$ cat src/rtl/gta_pkg.sv
package gta_pkg;

  localparam int ELEM_BITS  = 16;
  localparam int ACC_BITS   = 48;
  localparam int TILE_DIM   = 4;
  localparam int TILE_CELLS = TILE_DIM * TILE_DIM;
  localparam int PROD_BITS  = 2 * ELEM_BITS;
  localparam int IDX_BITS   = $clog2(TILE_DIM);
  localparam int CNT_BITS   = $clog2(TILE_CELLS);

  typedef logic signed [ELEM_BITS-1:0] elem_t;
  typedef logic signed [PROD_BITS-1:0] prod_t;
  typedef logic signed [ACC_BITS-1:0]  acc_t;

  typedef struct packed {
    elem_t a_row0;
    elem_t a_row1;
    elem_t a_row2;
    elem_t a_row3;
    elem_t b_col0;
    elem_t b_col1;
    elem_t b_col2;
    elem_t b_col3;
    logic  clear_first;
    logic  last_step;
  } step_t;

  typedef struct packed {
    logic [IDX_BITS-1:0] tile_row;
    logic [IDX_BITS-1:0] tile_col;
    acc_t                tile_sum;
    logic                tile_done;
  } tile_t;

  // Control shared by every cell of the chain.
  typedef struct packed {
    logic mul_en;
    logic add_en;
    logic clear;
    logic load;
    logic shift;
  } cell_ctrl_t;

endpackage

$ cat src/rtl/gta_cell.sv
module gta_cell
  import gta_pkg::*;
(
  input  logic       clk,
  input  logic       rst,
  input  cell_ctrl_t ctrl,
  input  elem_t      a,
  input  elem_t      b,
  input  acc_t       shift_in,
  output acc_t       drain
);

  localparam int SUM_BITS = ((ACC_BITS > PROD_BITS) ? ACC_BITS : PROD_BITS) + 1;
  localparam logic signed [SUM_BITS-1:0] SAT_MAX =
    {{(SUM_BITS-ACC_BITS+1){1'b0}}, {(ACC_BITS-1){1'b1}}};
  localparam logic signed [SUM_BITS-1:0] SAT_MIN = ~SAT_MAX;

  prod_t                      prod;
  acc_t                       acc;
  acc_t                       acc_base;
  acc_t                       acc_next;
  logic signed [SUM_BITS-1:0] sum;

  always_ff @(posedge clk) begin
    if (ctrl.mul_en) begin
      prod <= a * b;
    end
  end

  always_comb begin
    acc_base = ctrl.clear ? '0 : acc;
    sum      = SUM_BITS'(acc_base) + SUM_BITS'(prod);
    if (sum > SAT_MAX) begin
      acc_next = SAT_MAX[ACC_BITS-1:0];
    end else if (sum < SAT_MIN) begin
      acc_next = SAT_MIN[ACC_BITS-1:0];
    end else begin
      acc_next = sum[ACC_BITS-1:0];
    end
  end

  always_ff @(posedge clk) begin
    if (rst) begin
      acc <= '0;
    end else if (ctrl.add_en) begin
      acc <= acc_next;
    end
  end

  // The drain register snapshots the finished sum and then moves one place
  // toward the head of the chain on every output beat.
  always_ff @(posedge clk) begin
    if (ctrl.load) begin
      drain <= acc_next;
    end else if (ctrl.shift) begin
      drain <= shift_in;
    end
  end

endmodule
$ cat config.mk
export PLATFORM = sky130hd
export DESIGN_NAME = gta_cell
export DESIGN_NICKNAME = d
export VERILOG_FILES = /design/src/rtl/gta_pkg.sv /design/src/rtl/gta_cell.sv
export SDC_FILE = /design/constraint.sdc
export NUM_CORES = 1
export LEC_CHECK = 0
export BUFFER_PORTS_ARGS = -buffer_cell sky130_fd_sc_hd__buf_4
export CORE_AREA = 2 2 193 195
export CTS_BUF_LIST = sky130_fd_sc_hd__clkbuf_2
export CTS_CLUSTER_DIAMETER = 120
export DETAILED_ROUTE_END_ITERATION = 12
export DIE_AREA = 0 0 195 197
export PLACE_DENSITY = 0.7
export SLEW_MARGIN = 5
export SYNTH_ARGS = -nofsm -noshare
export SYNTH_HDL_FRONTEND = slang
export SYNTH_SLANG_ARGS = --single-unit
$ cat constraint.sdc
create_clock -name clk -period 7.7 [get_ports clk]
set_input_delay 1.155 -clock clk [delete_from_list [all_inputs] [get_ports clk]]
set_output_delay 1.155 -clock clk [all_outputs]
set_load 0.05 [all_outputs]
# == Yosys cells after proc, flatten, opt, wreduce, memory -nomap -nowiden ==
# Index checks and enable logic that the tools add are counted.
# totals
wordCells,13
register_bits,128
out_inout_bits,48
# classes
add_sub_neg,1
multipliers,1
reduce_logical,1
n_lt_le_gt_ge,2
mux,5
# ops
operator,n
48-bit two-way mux,5
48-bit by 32-bit adder with 49-bit output,1
49-bit by 48-bit > comparator with 1-bit output (second input constant),1
49-bit by 48-bit less-than comparator with 1-bit output (second input constant),1
16-bit by 16-bit multiplier with 32-bit output,1
2-bit nonzero test,1

# == Longest topological paths before layout ==
# Gate-level depths: netlist (run 1).
# depth
depth_word,6
ltp_mapped,24
mapped_depth_nobuf,23

# == Worst setup path before layout (run 1) ==
# OpenSTA, ideal clock, no wires.
# synth_path
kind,input -> register
startpoint,input a[15]
endpoint,register prod[31] (data pin)
n_path_buf,1
setup_ns,0.260
cell_stages,21
t_arrival_ns,7.211
slack_ns,0.229
path_cell_list,clkbuf_1 > nand2_1 > fa_1 > inv_1 > fa_1 > fa_1 > fa_1 > fa_1 > inv_1 > fa_1 > inv_1 > ha_1 > a21oi_1 > o21ai_0 > a21o_1 > a211o_1 > a221o_1 > a2111oi_0 > o21bai_1 > a21o_1 > xnor2_1
# synth_between
elab_chain_len,1
# synth_rtl
item,line,text
"start, declared",gta_cell.sv:7,"input elem_t a,"
16-bit by 16-bit multiplier with 32-bit output,gta_cell.sv:26,prod <= a * b;
"end signal, assigned",gta_cell.sv:26,
"end, declared",gta_cell.sv:18,prod_t prod;
# Every way passes these cells.
# A chain may end at the register's enable or synchronous reset.

# == Worst setup path in the final report (run 1) ==
# layout_path
startpoint,input b[1]
endpoint,register prod[31] (data pin)
# layout_between
elab_chain_len,1
# layout_rtl
item,line,text
"start, declared",gta_cell.sv:8,"input elem_t b,"
16-bit by 16-bit multiplier with 32-bit output,gta_cell.sv:26,
# Every way passes these cells.

==> results of run 1 <==
[per-stage QoR]
| step | cell area, um2 | hold slack [ns] |
|---|---|---|
| floorplan | 17900 | 0.417 |
| global placement | 19100 | 0.429 |
| detailed placement | 19100 | 0.438 |
| CTS | 19300 | 0.459 |
| global route | 19300 | 0.480 |
| finish | 19300 | 0.456 |
[critical path, delay by kind of cell]
| kind | cells | cell delay, ns |
|---|---|---|
| xor+xnor | 1 | 0.12 |
| compound gates | 9 | 2.09 |
| simple gates | 1 | 0.13 |
| buf+inv | 4 | 0.37 |
| fa+ha+maj | 7 | 3.50 |
[cells by family (layout without fill, tap and decap cells)]
kind of cell	after synthesis	after routing	share of synthesized area (%)
mux	12	12	0.678
fa+ha+maj	393	393	38.5
simple gates	560	560	15.6
other cells	0	1	0
buf+inv	453	539	9.97
xor+xnor	79	79	3.91
compound gates	348	348	12.5
flops	128	128	18.8
[flip-flops by register name (all words and copies together) (netlist names)]
signal,count
acc,48
drain,48
prod,32
[metal layers]
| metal | share of wire (%) | vias to the layer above | global-route usage, % |
|---|---|---|---|
| met3 | 5.4 | 40 | 3.64 |
| met5 | 0 | - | 0 |
| met1 | 45 | 6668 | 31.2 |
| met2 | 48 | 370 | 39.4 |
| met4 | 1.6 | 0 | 4.72 |
| li1 | - | 6455 | - |
[worst min-delay path by stage]
stage,endpoint,slack (ns),cells past startpoint
after global placement,acc[16],0.43,2
final,acc[30],0.46,2
after detailed placement,acc[30],0.44,2
after global routing,acc[38],0.48,2
after floorplan,acc[10],0.42,2
after CTS,acc[30],0.46,2
[layout by cell type (no fill, tap or decap), types with 6 or more instances in the layout]
cell type | synthesis | routed
inv_1 | 367 | 367
fa_1 | 263 | 263
nand2_1 | 179 | 179
buf_4 | 7 | 140
and2_1 | 136 | 136
ha_1 | 130 | 130
a21oi_1 | 108 | 108
nor2_1 | 98 | 98
edfxtp_1 | 80 | 80
nor2b_1 | 56 | 56
o21ai_0 | 50 | 50
xnor2_1 | 49 | 49
dfxtp_1 | 48 | 48
a21o_1 | 41 | 41
xor2_1 | 29 | 29
a211oi_1 | 24 | 24
o22ai_1 | 23 | 23
nand3_1 | 19 | 19
o21bai_1 | 19 | 19
clkbuf_2 | 3 | 18
nand2b_1 | 12 | 12
nand4_1 | 12 | 12
and3_1 | 11 | 11
nor3_1 | 11 | 11
o21ai_1 | 11 | 11
mux2i_1 | 11 | 11
o211ai_1 | 10 | 10
o21a_1 | 9 | 9
a31oi_1 | 8 | 8
o21ai_2 | 8 | 8
or3_1 | 6 | 6
[layout make-up]
class                   instances  area share (%)
well taps                     468            3.03
clock inverters                14           0.698
repair buffers                140            5.43
diodes                          1          0.0129
clock buffers                  18           0.466
multi-input cells            1392            65.9
inverters                     367            7.12
flip-flops and latches        128            17.4
==> run_results.csv, run 1 <==
group,metric,value,unit
floorplan,coreArea,0.0363,mm2
clock_network,cts_hold_buffers,0,
floorplan,ios,135,
logic_synthesis,synth_edf_count,80,
global_route,grt_pass1_vias,13900,
final_layout,multi_input_area,0.0127,mm2
final_layout,stdcell_count,2528,
final_layout,fill_cells,3325,
logic_synthesis,yosysSeqAreaShare,18.8,%
clock_network,clk_path_buf_depth,2,
timing,tightest_slew,1.21,ns
job,max_cap_viol_count,0,
logic_synthesis,syn-instance-count,1973,
setup_path,cp-end-kind,"flip-flop",
timing,min_period,6.89,ns
place,portBuffers,134,
logic_synthesis,synth.distinct_cells,70,
routing,ant_nets,0,
setup_path,arrival,7.39,ns
timing,relSlewSlack,19.3,%
worst_hold_path,hold_path_startpoint,"acc[30]",
global_route,antenna_found_initial,1,
clock_network,cts-root-buf,"clkbuf_2",
place,post-place-cells,2495,
routing,num_vias,13500,
final_layout,ff_latch_area,0.00336,mm2
clock_network,postCtsSetupRepairBufs,0,
logic_synthesis,async_reset_ff_share,0,%
final_layout,fin_util,53.4,%
clock_network,clk_pin_slew_worst_paths,0.18,ns
worst_hold_path,min-delay-path-class,"reg -> reg",
setup_path,cp_max_fo,16,
place,gp_congestion,0.904,
clock_network,cts_made_buffers,17,
timing,finalWorstSetupSlack,0.809,ns
routing,drtIter0Drc,684,
global_route,overflow,0,
setup_path,reg2regPathDepth,8,
logic_synthesis,synth_nets,2453,
setup_path,setup.worst_path.start_class,"input port",
place,dpl_worst_slack,0.0154,ns
routing,drc,0,
logic_synthesis,postSynthAreaPerCell,9.07,um2
timing,clock.fmax,145,MHz
logic_synthesis,yosysWarnings,0,
place,dp_hpwl,34600,um
clock_network,ctsResizeCount,0,
routing,detail_route.wl_per_cell,16.9,um
setup_path,crit_path_start,"b[1]",
setup_path,slowest_delay,0.71,ns
logic_synthesis,netlist_area,0.0179,mm2
setup_path,timing.rr.end,"drain[16]",
run_status,status,"completed",
final_layout,drive_gt1_share,9.52,%
floorplan,initial_core_util,49.3,%
timing,rsz0062_at_grt,"no",
setup_path,critPathMostFrequentCell,"fa_1",
setup_path,crit_chain,"buf_4, nand2_1, inv_1, fa_1, fa_1, fa_1, fa_1, fa_1, inv_1, fa_1, inv_1, ha_1, a21o_1, a21oi_1, o21ai_0, a21o_1, a211o_1, a221o_1, a2111oi_0, o21bai_1, a21o_1, xnor2_1",
clock_network,clock_sinks,128,
floorplan,die_h,197,um
routing,drt_wl_total,42700,um
setup_path,cp.required,8.20,ns
setup_path,critical_path.endpoint,"prod[31]",
timing,setup_viol,0,
logic_synthesis,synth_seq_cells,128,
timing,finalHoldViolations,0,
routing,vias_per_cell,5.35,
clock_network,cts_tree,"yes",
clock_network,clock_latency,0.76,ns
setup_path,path_class,"in -> reg",
setup_path,crit_slowest_cell,"fa_1",
logic_synthesis,yosysTopAreaCellShare,29.4,%
global_route,grt_max_degree,65,
floorplan,die_w,195,um
timing,period_share,89.5,%
timing,setup-tns-final,0,ns
routing,dr.pass1.iters,6,
logic_synthesis,synth.most_common_cell,"inv_1",
logic_synthesis,yosys-top-cells-count,"inv_1, fa_1, nand2_1",
logic_synthesis,synth_top_area_cell,"fa_1",
global_route,track_usage,23.0,%
floorplan,dieArea,0.0384,mm2
setup_path,crit-reg2reg-launch,"prod[31]",
logic_synthesis,ys_dominant_reg_cell,"edfxtp_1",
final_layout,synthToLayoutAreaGrowth,8.16,%
global_route,grt_pass1_wl,70800,um
timing,skew,0.0334,ns
setup_path,rrSetupSlack,3.00,ns
final_layout,nets,2526,
logic_synthesis,synth_area_leaders,"fa_1, edfxtp_1, ha_1",
clock_network,htreeDepth,4,
floorplan,rows,70,
timing,slew_violations,0,
Power of run 1 is not shown: default switching activity piles up to over one toggle a cycle in this logic, so the estimate is an artifact.
==> run 2: changes to the inputs <==
==> constraint.sdc (replaced) <==
create_clock -name clk -period 5.8 [get_ports clk]
set_input_delay 0.87 -clock clk [delete_from_list [all_inputs] [get_ports clk]]
set_output_delay 0.87 -clock clk [all_outputs]
set_load 0.05 [all_outputs]
==> run_results.csv, run 2 (synthesis gave the netlist of run 1 again) <==
group,metric,value,unit
routing,ant_nets,0,
final_layout,drive_gt1_share,19.9,%
clock_network,cts_tree,"yes",
place,dp_hpwl,35600,um
routing,drc,0,
routing,detail_route.wl_per_cell,16.1,um
global_route,overflow,0,
timing,finalWorstSetupSlack,-0.244,ns
global_route,antenna_found_initial,1,
routing,num_vias,14100,
timing,period_share,104,%
setup_path,cp-end-kind,"flip-flop",
timing,relSlewSlack,20.5,%
global_route,grt_pass1_vias,14700,
final_layout,fin_area,0.0211,mm2
floorplan,initial_core_util,49.3,%
timing,finalHoldViolations,0,
timing,tightest_slew,1.19,ns
setup_path,crit_slowest_cell,"fa_1",
timing,rsz0062_at_grt,"yes",
routing,drt_wl_total,43300,um
timing,skew,0.0289,ns
setup_path,path_class,"in -> reg",
timing,setup_viol,3,
place,placed_area,0.0204,mm2
clock_network,cts_made_buffers,17,
setup_path,critPathMostFrequentCell,"fa_1",
final_layout,final_common_cell,"inv_1",
clock_network,cts_hold_buffers,0,
final_layout,stdcell_count,2691,
place,gp_congestion,0.898,
clock_network,clock_latency,0.76,ns
routing,dr.pass1.iters,5,
timing,min_period,6.04,ns
clock_network,cts-root-buf,"clkbuf_2",
global_route,grt_pass1_wl,72100,um
global_route,track_usage,23.1,%
setup_path,cp.required,6.32,ns
timing,slew_violations,0,
place,post-place-cells,2649,
setup_path,slowest_delay,0.53,ns
clock_network,htreeDepth,4,
final_layout,reg_top3,"acc (48), drain (48), prod (32)",
run_status,status,"finished with violations",
job,max_cap_viol_count,0,
floorplan,dieArea,0.0384,mm2
floorplan,rows,70,
timing,setup-tns-final,-0.516,ns
floorplan,coreArea,0.0363,mm2
global_route,grt_max_degree,65,
setup_path,arrival,6.57,ns
floorplan,ios,135,
place,portBuffers,134,
final_layout,synthToLayoutAreaGrowth,17.8,%
setup_path,setup.worst_path.start_class,"input port",
worst_hold_path,min-delay-path-class,"in -> reg",
floorplan,die_w,195,um
setup_path,crit_chain,"buf_4, and2_4, fa_1, inv_1, fa_1, fa_1, inv_1, fa_1, fa_1, inv_1, fa_1, inv_2, ha_4, a21o_1, a21o_1, and3_1, a211o_1, a221o_1, a2111oi_4, o21bai_1, a21o_1, xnor2_1",
floorplan,die_h,197,um
clock_network,clk_path_buf_depth,2,
final_layout,nets,2688,
final_layout,mostFrequentLayoutCells,"inv_1, buf_4, fa_1",
setup_path,cp_max_fo,10,
timing,whs,0.431,ns
run_status,violations,"setup timing",
routing,drtIter0Drc,779,
clock_network,clk_pin_slew_worst_paths,0.20,ns
clock_network,clock_sinks,128,
timing,clock.fmax,165,MHz
routing,vias_per_cell,5.25,
[run 2: critical path, delay by kind of cell]
family / cells / cell delay [ns]
adders and majority gates: 7 / 3.27
AOI/OAI and AO/OA: 7 / 1.60
buffers and inverters: 5 / 0.36
and+or+nand+nor: 2 / 0.30
xor gates and xnor gates: 1 / 0.13
[run 2: layer usage]
layer | global-route usage, % | wire length (um) | vias up
met5 | 0 | 0 | -
met4 | 5.40 | 765 | 0
met3 | 2.84 | 2070 | 55
met2 | 41.4 | 21500 | 361
met1 | 30.0 | 18900 | 6926
li1 | - | - | 6780
[run 2: area by class of cell]
cell class | count | area, um2
Clock inverter | 15 | 145
Timing Repair Buffer | 302 | 2450
Clock buffer | 17 | 85.1
Fill cell | 3186 | 15200
Sequential cell | 128 | 3360
Tap cell | 468 | 586
Antenna cell | 2 | 5.00
Multi-Input combinational cell | 1392 | 13100
Inverter | 367 | 1380
[run 2: worst paths after layout]
kind	from	slack, ns	depth (start not counted)	endpoint
max	a[11]	-0.24	22	prod[31]
min	shift_in[21]	0.43	3	drain[21]
max reg2reg	prod[31]	1.48	12	drain[16]
min reg2reg	acc[38]	0.46	2	acc[38]
[run 2: repair_timing]
action / in CTS / in global routing
gates resized for setup: 68 / 39
setup endpoints to repair: 5 / 7
buffers inserted: 6 / 3
pin swaps: 49 / 45
[run 2: per-stage QoR]
step	util (%)	worst slack (ns)
final	58.1	-0.244
after global routing	58.1	-0.426
after CTS	57.7	-0.178
after detailed placement	56.3	-1.16
after global placement	56.3	-1.10
after floorplan	-	-0.917
Power of run 2 is left out for the same reason.
